===== config.mk =====
export PLATFORM = sky130hd
export DESIGN_NAME = tcp_payload_pattern_blocker
export DESIGN_NICKNAME = d
export VERILOG_FILES = /design/src/hdl/tpb_pkg.sv /design/src/hdl/tpb_front.sv /design/src/hdl/tpb_queue.sv /design/src/hdl/tpb_back.sv /design/src/hdl/tcp_payload_pattern_blocker.sv
export VERILOG_INCLUDE_DIRS = /design/src /design/src/hdl
export SDC_FILE = /design/constraint.sdc
export NUM_CORES = 2
export LEC_CHECK = 0
export BUFFER_PORTS_ARGS = -buffer_cell sky130_fd_sc_hd__buf_4
export CAP_MARGIN = 40
export CORE_ASPECT_RATIO = 1.25
export CORE_UTILIZATION = 40
export DETAILED_ROUTE_END_ITERATION = 8
export PLACE_DENSITY_LB_ADDON = 0.1
export SYNTH_ARGS = -nofsm -noshare
export SYNTH_HDL_FRONTEND = slang
export SYNTH_SLANG_ARGS = --single-unit

===== constraint.sdc =====
create_clock -name clk_i -period 34.5 [get_ports clk_i]
set_input_delay 3.45 -clock clk_i [delete_from_list [all_inputs] [get_ports clk_i]]
set_output_delay 3.45 -clock clk_i [all_outputs]
set_load 0.01 [all_outputs]

===== src/hdl/tcp_payload_pattern_blocker_macros.svh =====
// assertion helpers shared by the blocker rtl
`ifndef TCP_PAYLOAD_PATTERN_BLOCKER_MACROS_SVH
`define TCP_PAYLOAD_PATTERN_BLOCKER_MACROS_SVH

// condition that must hold at every edge out of reset
`define TPB_ASSERT_NOW(label, cond) \
  label: assert property (@(posedge clk_i) disable iff (!rst_ni) (cond)) \
    else $error("tpb check failed");

// implication checked at every edge out of reset
`define TPB_ASSERT_IMP(label, ante, cons) \
  label: assert property (@(posedge clk_i) disable iff (!rst_ni) (ante) |-> (cons)) \
    else $error("tpb check failed");

`endif


===== src/hdl/tpb_pkg.sv =====
package tpb_pkg;

  // frame layout
  localparam int unsigned EthHdrBytes   = 14;
  localparam int unsigned MinFrameBytes = 54;
  localparam int unsigned PatMaxBytes   = 8;
  localparam logic [15:0] EtherIpv4     = 16'h0800;
  localparam logic [7:0]  ProtoTcp      = 8'd6;
  localparam logic [15:0] PosMax        = 16'hffff;

  // match starts recorded before the payload start is known
  localparam int unsigned PendBits  = 72;
  localparam int unsigned PendFirst = EthHdrBytes;
  localparam int unsigned PendLast  = EthHdrBytes + PendBits - 1;

  // register map
  localparam logic RegPattern = 1'b0;
  localparam logic RegLength  = 1'b1;

  typedef enum logic [2:0] {
    VerdictPass      = 3'd0,
    VerdictBlock     = 3'd1,
    VerdictShort     = 3'd2,
    VerdictNotIpv4   = 3'd3,
    VerdictNotTcp    = 3'd4,
    VerdictNoPayload = 3'd5
  } verdict_e;

  // per-frame summary handed from the parser to the verdict stage
  typedef struct packed {
    logic                short_frame;
    logic [15:0]         ether_type;
    logic [3:0]          ihl;
    logic [3:0]          tcp_off;
    logic [15:0]         ip_total;
    logic [7:0]          proto;
    logic [7:0]          ttl;
    logic [31:0]         src_addr;
    logic [31:0]         dst_addr;
    logic [31:0]         ports;
    logic [31:0]         seq;
    logic [31:0]         ack;
    logic [PendBits-1:0] pend;
    logic                direct_hit;
  } tpb_rec_t;

  typedef struct packed {
    logic full;
    logic valid;
  } tpb_qstat_t;

  // pattern bytes in use
  function automatic logic [3:0] used_len(input logic [3:0] len);
    logic [3:0] n;
    n = len;
    if (n > 4'(PatMaxBytes)) n = 4'(PatMaxBytes);
    return n;
  endfunction

endpackage


===== src/hdl/tpb_front.sv =====
module tpb_front (
  input  logic             clk_i,
  input  logic             rst_ni,
  input  logic             in_valid_i,
  output logic             in_stall_o,
  input  logic [7:0]       frame_byte_i,
  input  logic             end_of_frame_i,
  input  logic [63:0]      pattern_i,
  input  logic [3:0]       pat_len_i,
  input  tpb_pkg::tpb_qstat_t q_stat_i,
  output logic             push_o,
  output tpb_pkg::tpb_rec_t push_rec_o
);
  import tpb_pkg::*;

  tpb_rec_t    st_q, st_d;
  logic [15:0] pos_q, pos_d;
  logic [63:0] win_q, win_d;

  logic        accept, store;
  logic [3:0]  ihl_eff, off_eff, n;
  logic [7:0]  tcp_start, first;
  logic [15:0] rel;
  logic [63:0] win_next, shifted, mask;
  logic        hit;
  logic [16:0] s;
  logic [16:0] stop;
  logic [6:0]  pidx;

  assign in_stall_o = q_stat_i.full;
  assign accept     = in_valid_i & ~in_stall_o;
  assign store      = (pos_q != PosMax);
  assign n          = used_len(pat_len_i);

  // tcp header position, ihl taken from the byte itself when it is arriving
  assign ihl_eff   = (pos_q == 16'(EthHdrBytes)) ? frame_byte_i[3:0] : st_q.ihl;
  assign tcp_start = 8'(EthHdrBytes) + {2'b00, ihl_eff, 2'b00};
  assign rel       = pos_q - {8'd0, tcp_start};
  // data offset taken from the byte itself when it is arriving
  assign off_eff   = (pos_q == {8'd0, tcp_start} + 16'd12) ? frame_byte_i[7:4] : st_q.tcp_off;
  assign first     = 8'(EthHdrBytes) + {2'b00, st_q.ihl, 2'b00} + {2'b00, off_eff, 2'b00};
  assign stop      = 17'(EthHdrBytes) + {1'b0, st_q.ip_total};

  // sliding window compare on the newest bytes
  assign win_next = {frame_byte_i, win_q[63:8]};
  assign shifted  = win_next >> {4'(4'd8 - n), 3'b000};
  assign mask     = (n == 4'd8) ? '1 : ((64'd1 << {n, 3'b000}) - 64'd1);
  assign hit      = (n != 4'd0) && (shifted == (pattern_i & mask));
  assign s        = {1'b0, pos_q} + 17'd1 - {13'd0, n};
  assign pidx     = 7'(s - 17'(PendFirst));

  always_comb begin
    st_d       = st_q;
    pos_d      = pos_q;
    win_d      = win_q;
    push_o     = 1'b0;
    push_rec_o = st_q;
    if (accept) begin
      if (store) begin
        pos_d = pos_q + 16'd1;
        win_d = win_next;
        // ethernet and ip header fields
        case (pos_q)
          16'd12:  st_d.ether_type[15:8] = frame_byte_i;
          16'd13:  st_d.ether_type[7:0]  = frame_byte_i;
          16'd14:  st_d.ihl              = frame_byte_i[3:0];
          16'd16:  st_d.ip_total[15:8]   = frame_byte_i;
          16'd17:  st_d.ip_total[7:0]    = frame_byte_i;
          16'd22:  st_d.ttl              = frame_byte_i;
          16'd23:  st_d.proto            = frame_byte_i;
          16'd26:  st_d.src_addr[31:24]  = frame_byte_i;
          16'd27:  st_d.src_addr[23:16]  = frame_byte_i;
          16'd28:  st_d.src_addr[15:8]   = frame_byte_i;
          16'd29:  st_d.src_addr[7:0]    = frame_byte_i;
          16'd30:  st_d.dst_addr[31:24]  = frame_byte_i;
          16'd31:  st_d.dst_addr[23:16]  = frame_byte_i;
          16'd32:  st_d.dst_addr[15:8]   = frame_byte_i;
          16'd33:  st_d.dst_addr[7:0]    = frame_byte_i;
          default: ;
        endcase
        // tcp header fields
        if (pos_q >= {8'd0, tcp_start} && rel < 16'd13) begin
          case (rel[3:0])
            4'd0:    st_d.ports[31:24]  = frame_byte_i;
            4'd1:    st_d.ports[23:16]  = frame_byte_i;
            4'd2:    st_d.ports[15:8]   = frame_byte_i;
            4'd3:    st_d.ports[7:0]    = frame_byte_i;
            4'd4:    st_d.seq[31:24]    = frame_byte_i;
            4'd5:    st_d.seq[23:16]    = frame_byte_i;
            4'd6:    st_d.seq[15:8]     = frame_byte_i;
            4'd7:    st_d.seq[7:0]      = frame_byte_i;
            4'd8:    st_d.ack[31:24]    = frame_byte_i;
            4'd9:    st_d.ack[23:16]    = frame_byte_i;
            4'd10:   st_d.ack[15:8]     = frame_byte_i;
            4'd11:   st_d.ack[7:0]      = frame_byte_i;
            4'd12:   st_d.tcp_off       = frame_byte_i[7:4];
            default: ;
          endcase
        end
        // record the match, early starts go to the pending map
        if (hit && ({1'b0, pos_q} + 17'd1 >= {13'd0, n})) begin
          if (s >= 17'(PendFirst) && s <= 17'(PendLast)) begin
            st_d.pend[pidx] = 1'b1;
          end else if (s > 17'(PendLast) && s >= {9'd0, first} && {1'b0, pos_q} < stop) begin
            st_d.direct_hit = 1'b1;
          end
        end
      end
      // end of frame: hand off the summary and restart
      if (end_of_frame_i) begin
        push_o                 = 1'b1;
        push_rec_o             = st_d;
        push_rec_o.short_frame = (pos_d < 16'(MinFrameBytes));
        st_d                   = '0;
        pos_d                  = '0;
      end
    end
  end

  always_ff @(posedge clk_i or negedge rst_ni) begin
    if (!rst_ni) begin
      st_q  <= '0;
      pos_q <= '0;
      win_q <= '0;
    end else begin
      st_q  <= st_d;
      pos_q <= pos_d;
      win_q <= win_d;
    end
  end

endmodule


===== src/hdl/tpb_queue.sv =====
module tpb_queue (
  input  logic               clk_i,
  input  logic               rst_ni,
  input  logic               push_i,
  input  tpb_pkg::tpb_rec_t  push_rec_i,
  input  logic               pop_i,
  output tpb_pkg::tpb_rec_t  head_o,
  output tpb_pkg::tpb_qstat_t stat_o
);
  import tpb_pkg::*;

  tpb_rec_t    mem [4];
  logic [1:0]  wr_q, wr_d, rd_q, rd_d;
  logic [2:0]  cnt_q, cnt_d;
  logic        do_pop;

  assign stat_o.full  = (cnt_q == 3'd4);
  assign stat_o.valid = (cnt_q != 3'd0);
  assign head_o       = mem[rd_q];
  assign do_pop       = pop_i & stat_o.valid;

  // pointer and fill count update
  always_comb begin
    wr_d  = wr_q + {1'b0, push_i};
    rd_d  = rd_q + {1'b0, do_pop};
    cnt_d = cnt_q + {2'b00, push_i} - {2'b00, do_pop};
  end

  always_ff @(posedge clk_i or negedge rst_ni) begin
    if (!rst_ni) begin
      wr_q  <= '0;
      rd_q  <= '0;
      cnt_q <= '0;
    end else begin
      wr_q  <= wr_d;
      rd_q  <= rd_d;
      cnt_q <= cnt_d;
    end
  end

  // storage
  always_ff @(posedge clk_i) begin
    if (push_i) begin
      mem[wr_q] <= push_rec_i;
    end
  end

endmodule


===== src/hdl/tpb_back.sv =====
module tpb_back (
  input  logic              clk_i,
  input  logic              rst_ni,
  input  tpb_pkg::tpb_rec_t head_i,
  input  logic              head_valid_i,
  output logic              pop_o,
  input  logic [3:0]        pat_len_i,
  output logic              out_valid_o,
  input  logic              out_stall_i,
  output logic [2:0]        verdict_o,
  output logic [31:0]       reply_sequence_o,
  output logic [31:0]       acknowledge_number_o,
  output logic [31:0]       source_address_o,
  output logic [31:0]       destination_address_o,
  output logic [15:0]       source_port_o,
  output logic [15:0]       destination_port_o,
  output logic [7:0]        hop_limit_o,
  output logic [15:0]       payload_length_o
);
  import tpb_pkg::*;

  logic        valid_q, valid_d;
  verdict_e    verdict_q, verdict_d;
  logic [31:0] rseq_q, ack_q, src_q, dst_q;
  logic [15:0] sport_q, dport_q, plen_q, plen_d;
  logic [7:0]  ttl_q;

  logic [3:0]          n;
  logic [6:0]          hdr;
  logic [17:0]         diff;
  logic                pay_pos;
  logic [PendBits-1:0] pend_ok;
  logic                found;

  assign n     = used_len(pat_len_i);
  assign pop_o = head_valid_i & (~valid_q | ~out_stall_i);

  // payload length from the ip header
  assign hdr     = {1'b0, head_i.ihl, 2'b00} + {1'b0, head_i.tcp_off, 2'b00};
  assign diff    = {2'b00, head_i.ip_total} - {11'd0, hdr};
  assign pay_pos = ~diff[17] & (diff != 18'd0);
  assign plen_d  = pay_pos ? diff[15:0] : 16'd0;

  // pending matches that fall inside the payload span
  always_comb begin
    for (int k = 0; k < PendBits; k++) begin
      pend_ok[k] = head_i.pend[k] && (7'(k) >= hdr)
                   && (17'(k) + {13'd0, n} <= {1'b0, head_i.ip_total});
    end
  end
  assign found = head_i.direct_hit | (|pend_ok);

  // verdict priority
  always_comb begin
    if (head_i.short_frame)                verdict_d = VerdictShort;
    else if (head_i.ether_type != EtherIpv4) verdict_d = VerdictNotIpv4;
    else if (head_i.proto != ProtoTcp)     verdict_d = VerdictNotTcp;
    else if (!pay_pos)                     verdict_d = VerdictNoPayload;
    else if (found)                        verdict_d = VerdictBlock;
    else                                   verdict_d = VerdictPass;
  end

  always_comb begin
    valid_d = valid_q;
    if (pop_o)            valid_d = 1'b1;
    else if (!out_stall_i) valid_d = 1'b0;
  end

  always_ff @(posedge clk_i or negedge rst_ni) begin
    if (!rst_ni) begin
      valid_q <= 1'b0;
    end else begin
      valid_q <= valid_d;
    end
  end

  // result register
  always_ff @(posedge clk_i) begin
    if (pop_o) begin
      verdict_q <= verdict_d;
      rseq_q    <= head_i.seq + {16'd0, plen_d};
      ack_q     <= head_i.ack;
      src_q     <= head_i.src_addr;
      dst_q     <= head_i.dst_addr;
      sport_q   <= head_i.ports[31:16];
      dport_q   <= head_i.ports[15:0];
      ttl_q     <= head_i.ttl;
      plen_q    <= plen_d;
    end
  end

  assign out_valid_o           = valid_q;
  assign verdict_o             = verdict_q;
  assign reply_sequence_o      = rseq_q;
  assign acknowledge_number_o  = ack_q;
  assign source_address_o      = src_q;
  assign destination_address_o = dst_q;
  assign source_port_o         = sport_q;
  assign destination_port_o    = dport_q;
  assign hop_limit_o           = ttl_q;
  assign payload_length_o      = plen_q;

endmodule


===== src/hdl/tcp_payload_pattern_blocker.sv =====
// channel   direction  handshake                 payload
// frame     in         in_valid_i / in_stall_o   frame_byte_i, end_of_frame_i
// result    out        out_valid_o / out_stall_i verdict_o and reply fields
// config    in         apb psel/penable/pwrite   pattern (0x0), length (0x8)
//
// one frame byte per cycle, back to back while in_stall_o is low, set by the byte parser
// a result leaves after the last byte through a four-entry summary queue and the result register
// in_stall_o rises only while that queue is full
// reset clears parser state, queue pointers and the result valid

`include "tcp_payload_pattern_blocker_macros.svh"

module tcp_payload_pattern_blocker (
  input  logic        clk_i,
  input  logic        rst_ni,
  input  logic        in_valid_i,
  output logic        in_stall_o,
  input  logic [7:0]  frame_byte_i,
  input  logic        end_of_frame_i,
  output logic        out_valid_o,
  input  logic        out_stall_i,
  output logic [2:0]  verdict_o,
  output logic [31:0] reply_sequence_o,
  output logic [31:0] acknowledge_number_o,
  output logic [31:0] source_address_o,
  output logic [31:0] destination_address_o,
  output logic [15:0] source_port_o,
  output logic [15:0] destination_port_o,
  output logic [7:0]  hop_limit_o,
  output logic [15:0] payload_length_o,
  input  logic        psel,
  input  logic        penable,
  input  logic        pwrite,
  input  logic [3:0]  paddr,
  input  logic [63:0] pwdata,
  output logic [63:0] prdata,
  output logic        pready
);
  import tpb_pkg::*;

  logic [63:0] pattern_q;
  logic [3:0]  len_q;
  logic        cfg_wr;

  logic       q_push, q_pop;
  tpb_rec_t   push_rec, head;
  tpb_qstat_t q_stat;
  logic       out_pay_verdict;

  // configuration registers
  assign pready = 1'b1;
  assign cfg_wr = psel & penable & pwrite;
  assign prdata = (paddr[3] == RegLength) ? {60'd0, len_q} : pattern_q;

  always_ff @(posedge clk_i or negedge rst_ni) begin
    if (!rst_ni) begin
      pattern_q <= '0;
      len_q     <= '0;
    end else if (cfg_wr) begin
      if (paddr[3] == RegPattern) pattern_q <= pwdata;
      else                        len_q     <= pwdata[3:0];
    end
  end

  tpb_front u_front (
    .clk_i          (clk_i),
    .rst_ni         (rst_ni),
    .in_valid_i     (in_valid_i),
    .in_stall_o     (in_stall_o),
    .frame_byte_i   (frame_byte_i),
    .end_of_frame_i (end_of_frame_i),
    .pattern_i      (pattern_q),
    .pat_len_i      (len_q),
    .q_stat_i       (q_stat),
    .push_o         (q_push),
    .push_rec_o     (push_rec)
  );

  tpb_queue u_queue (
    .clk_i      (clk_i),
    .rst_ni     (rst_ni),
    .push_i     (q_push),
    .push_rec_i (push_rec),
    .pop_i      (q_pop),
    .head_o     (head),
    .stat_o     (q_stat)
  );

  tpb_back u_back (
    .clk_i                 (clk_i),
    .rst_ni                (rst_ni),
    .head_i                (head),
    .head_valid_i          (q_stat.valid),
    .pop_o                 (q_pop),
    .pat_len_i             (len_q),
    .out_valid_o           (out_valid_o),
    .out_stall_i           (out_stall_i),
    .verdict_o             (verdict_o),
    .reply_sequence_o      (reply_sequence_o),
    .acknowledge_number_o  (acknowledge_number_o),
    .source_address_o      (source_address_o),
    .destination_address_o (destination_address_o),
    .source_port_o         (source_port_o),
    .destination_port_o    (destination_port_o),
    .hop_limit_o           (hop_limit_o),
    .payload_length_o      (payload_length_o)
  );

  // verdicts that only come with a payload
  assign out_pay_verdict = (verdict_o == VerdictPass) || (verdict_o == VerdictBlock);

  // checks
  `TPB_ASSERT_NOW(a_no_push_when_full, !(q_push && q_stat.full))
  `TPB_ASSERT_IMP(a_pass_has_payload, out_valid_o && out_pay_verdict, payload_length_o != 16'd0)
  `TPB_ASSERT_IMP(a_pop_needs_entry, q_pop, q_stat.valid)

endmodule

==> results.md <==
### Floorplan
• 406 µm — Die X
• 185 — std cell rows
• 0.206 mm² — Die Outline Area
• 507 µm — height of the die
• 0.203 mm² — floorplan core area
• 338 — I/O pin count
• 0.402 — initial core utilization

### Detailed routing
• 6 — Pre-Repair DR Iteration Count
• 4,040 — number of DRC markers after the initial detailed-route iteration
• 12,500 µm — routed wire length on met3
• 0 — remaining routing DRC violations
• 26.8 µm — wire length per cell after detailed routing
• 0 — remaining antenna violation count after routing
• 235,000 µm — drt total wl
• 50,600 — vias after detailed routing
• met5 — top routing layer used
• 5.77 — via density per instance
• 114,000 µm — met2 wire length
• 102,000 µm — routed metal-1 wirelength

### Placed design
• 152,000 µm — sum of net half-perimeters after detailed placement
• 0.920 — gp weighted congestion
• 333 — Port Buf Inserts
• 25.00 ns — worst slack after detailed placement

### CTS
• done — TritonCTS clock tree
• 181 — TritonCTS buffer count
• 0 — number of buffers inserted for hold repair after clock tree synthesis
• 1,784 — clock tree sinks
• 0 — number of buffers inserted by post-CTS setup repair
• 0 — post-cts resize count
• 0.06 ns — clk slew on worst S/H paths
• 4 — htree depth
• 0.86 ns — clock latency on the worst-skew pair
• sky130_fd_sc_hd__clkbuf_16 — root cell of the clock tree
• 3 — number of buffers on the longest clock path

### Setup path
• u_queue.rd_q[0] — beginning of the worst register-to-register path
• 32 — Worst Path Max Fanout
• register — type of element launching the critical path
• register — crit path capture type
• register to register — worst setup path class
• 27 — cell depth of the worst flop-to-flop path
• u_back.reply_sequence_o[23] — capture point of the worst path
• u_back.reply_sequence_o[23] — endpoint of the lowest-slack register-to-register path
• u_queue.rd_q[0] — crit path from
• 25.12 ns — Register-to-Register Setup Slack
• 35.07 ns — Data required, critical path
• 9.95 ns — data arrival time of the critical path

### Worst hold path
• u_front.st_q[68] — launch point of the worst hold path
• register to register — worst hold-check path type

### Synth
• sky130_fd_sc_hd__edfxtp_1 50%, sky130_fd_sc_hd__dfrtp_1 13%, sky130_fd_sc_hd__mux4_2 7.6% — biggest area contributors in the synthesized netlist
• 0.495 — share of the synthesized area in the top cell type
• 89 — number of unique standard cell types used by synthesis
• 0.629 — Seq/Total Area, Yosys
• sky130_fd_sc_hd__edfxtp_1 — most frequent cell after synthesis
• 1,347 x sky130_fd_sc_hd__edfxtp_1, 437 x sky130_fd_sc_hd__dfrtp_1, 361 x sky130_fd_sc_hd__nand2_1 — list of most frequent post-synthesis cells
• 0 — number of warnings reported in the yosys synthesis log
• sky130_fd_sc_hd__edfxtp_1 — area leader, netlist
• 5,572 — Post-Syn Instances
• 1,347 — count of flip-flops with a built-in enable after synthesis
• sky130_fd_sc_hd__edfxtp_1 — most used flip-flop cell after synthesis
• 1,784 — synthesized flop and latch total
• 0.0817 mm² — Synth Cell Area
• 14.7 µm² — syn_area_per_cell
• 0.245 — async set-reset flop share out of synthesis

### Timing
• 0 — Setup Viol. Count Final
• 0.256 — worst max-slew margin expressed relative to the limit
• 9.38 ns — fin crit period
• false — unrepaired setup endpoints after global routing
• 25.12 ns — post-route worst setup slack
• 0.0509 ns — worst clock skew on the final layout
• 0.272 — share of the clock period used by the worst path
• 0 ns — final setup TNS
• 0 — max-slew violations
• 0 — Final Hold Fails
• 1.12 ns — Worst Tran Pin Value
• 0.107 GHz — maximum achievable frequency

### Cells and area
• 15.2% — Area growth syn-to-layout
• 0.252 — fraction of layout instances using a drive strength above 1
• 6,187 — total number of nets in the final design

### Run status
• finished clean — status

### Pwr
• 0.0672 mV — peak supply drop
• 34.8 nW — Static Leak
• 90.6 mW/mm² — power per cell area

### GRT
• 346,000 µm — first-pass GRT wire length
• 0.227 — GRT Overall Usage
• 14 — initial antenna violation count
• 50,500 — via count of the first global-routing pass
• 149 — largest net degree at the start of global routing
• 0 — residual overflow from global routing

### Run
• 0 — count of maximum capacitance violations

## worst min-delay path by stage
stage,endpoint,cells after the start
after global placement,u_front.st_q[67],1
after global routing,u_front.st_q[14],1
after floorplan,u_queue.rd_q[0],1
after detailed placement,u_front.st_q[64],1
after CTS,u_front.st_q[38],1
final,u_front.st_q[68],1
## power by group
part	switching [mW]	leakage, nW	internal (mW)	total (mW)
clock	0.878	2.97	1.14	2.01
combinational	2.13	13.4	1.34	3.47
sequential	0.212	18.4	2.84	3.05
## through the flow
step	util	instances	area [µm²]	total power, mW	hold WS [ns]
6_report	0.464	8771	94200	8.53	0.493
5_1_grt	0.464	8769	94100	8.98	0.500
4_1_cts	0.464	8768	94100	8.61	0.495
3_5_place_dp	0.434	8425	88000	6.57	0.482
3_3_place_gp	0.430	8380	87300	6.48	0.474
2_1_floorplan	-	5590	81800	5.30	0.461
## cell usage in the layout (no fill, tap or decap), types with 16 or more instances in the layout
master	n
sky130_fd_sc_hd__o22ai_1	20
sky130_fd_sc_hd__mux4_2	276
sky130_fd_sc_hd__conb_1	20
sky130_fd_sc_hd__a31o_2	83
sky130_fd_sc_hd__inv_1	113
sky130_fd_sc_hd__bufinv_16	16
sky130_fd_sc_hd__a211oi_1	27
sky130_fd_sc_hd__nand4_1	53
sky130_fd_sc_hd__a221o_1	102
sky130_fd_sc_hd__nand2_1	359
sky130_fd_sc_hd__dfrtp_1	434
sky130_fd_sc_hd__clkinv_2	36
sky130_fd_sc_hd__nor3_1	65
sky130_fd_sc_hd__nor2b_1	85
sky130_fd_sc_hd__a32o_1	75
sky130_fd_sc_hd__o21ai_0	230
sky130_fd_sc_hd__clkbuf_1	34
sky130_fd_sc_hd__and3_1	35
sky130_fd_sc_hd__edfxtp_1	1347
sky130_fd_sc_hd__mux2_2	347
sky130_fd_sc_hd__a21oi_1	159
sky130_fd_sc_hd__a31oi_1	32
sky130_fd_sc_hd__nor2_1	247
sky130_fd_sc_hd__xnor2_1	77
sky130_fd_sc_hd__nor4_1	34
sky130_fd_sc_hd__mux2i_1	62
sky130_fd_sc_hd__a22oi_1	128
sky130_fd_sc_hd__o31ai_1	19
sky130_fd_sc_hd__clkinv_1	35
sky130_fd_sc_hd__ha_1	198
sky130_fd_sc_hd__or3_1	17
sky130_fd_sc_hd__nand2b_1	27
sky130_fd_sc_hd__a21o_1	37
sky130_fd_sc_hd__clkbuf_16	184
sky130_fd_sc_hd__buf_16	17
sky130_fd_sc_hd__nor3b_1	109
sky130_fd_sc_hd__xor2_1	53
sky130_fd_sc_hd__nand3_1	84
sky130_fd_sc_hd__buf_4	433
## worst max-delay path: stages, from the launching register on
cell,delay (ns)
sky130_fd_sc_hd__dfrtp_4,0.91
sky130_fd_sc_hd__buf_4,0.55
sky130_fd_sc_hd__mux4_2,0.58
sky130_fd_sc_hd__ha_1,0.27
sky130_fd_sc_hd__fa_1,0.47
sky130_fd_sc_hd__xor2_1,0.56
sky130_fd_sc_hd__inv_1,0.29
sky130_fd_sc_hd__ha_1,0.40
sky130_fd_sc_hd__a211o_1,0.32
sky130_fd_sc_hd__a21oi_1,0.29
sky130_fd_sc_hd__nand2b_1,0.09
sky130_fd_sc_hd__a21boi_0,0.28
sky130_fd_sc_hd__and3_1,0.20
sky130_fd_sc_hd__nand4_1,0.11
sky130_fd_sc_hd__o21ai_1,0.29
sky130_fd_sc_hd__buf_4,0.28
sky130_fd_sc_hd__nor2_1,0.11
sky130_fd_sc_hd__ha_1,0.30
sky130_fd_sc_hd__a21o_1,0.15
sky130_fd_sc_hd__a21oi_1,0.32
sky130_fd_sc_hd__o21ai_0,0.19
sky130_fd_sc_hd__a31o_2,0.26
sky130_fd_sc_hd__or4b_2,0.62
sky130_fd_sc_hd__a31oi_1,0.30
sky130_fd_sc_hd__nor2b_1,0.08
sky130_fd_sc_hd__nor2_1,0.47
sky130_fd_sc_hd__nor3_1,0.14
sky130_fd_sc_hd__xor2_1,0.17
## registers in the layout, summed over array words and instances (netlist names), 3 cells and up
| signal | count |
|---|---|
| u_queue.mem | 1160 |
| u_front.st_q | 289 |
| u_back.source_port_o | 16 |
| u_back.destination_address_o | 32 |
| len_q | 4 |
| u_queue.cnt_q | 3 |
| u_back.reply_sequence_o | 32 |
| u_back.payload_length_o | 16 |
| u_back.acknowledge_number_o | 32 |
| u_front.pos_q | 16 |
| u_back.destination_port_o | 16 |
| u_back.source_address_o | 32 |
| u_back.verdict_o | 3 |
| u_back.hop_limit_o | 8 |
| u_front.win_q | 56 |
| pattern_q | 64 |
## per-layer routing
metal | up-vias | GRT usage
met5 | - | 0
met4 | 6 | 0.0655
met3 | 329 | 0.0336
met2 | 1457 | 0.372
met1 | 26300 | 0.313
li1 | 22500 | -
## cell type report
class | instances | area, µm²
inverters | 120 | 450
well taps | 2711 | 3390
clock buffers | 229 | 4880
fillers | 17900 | 109000
clock inverters | 114 | 1230
flip-flops and latches | 1784 | 51400
repair buffers | 478 | 4130
diodes | 3 | 7.51
multi-input cells | 3332 | 28700
## logic make-up after synthesis
kind of cell	share of synthesized area
flip-flops	0.629
AND/OR/NAND/NOR	0.0772
AO/OA/AOI/OAI	0.0928
multiplexers	0.132
buffers and inverters	0.0228
adder cells (fa/ha/maj)	0.0322
XOR/XNOR	0.0139
other	0.0000919
No activity file was read; power rests on OpenSTA's default activity.
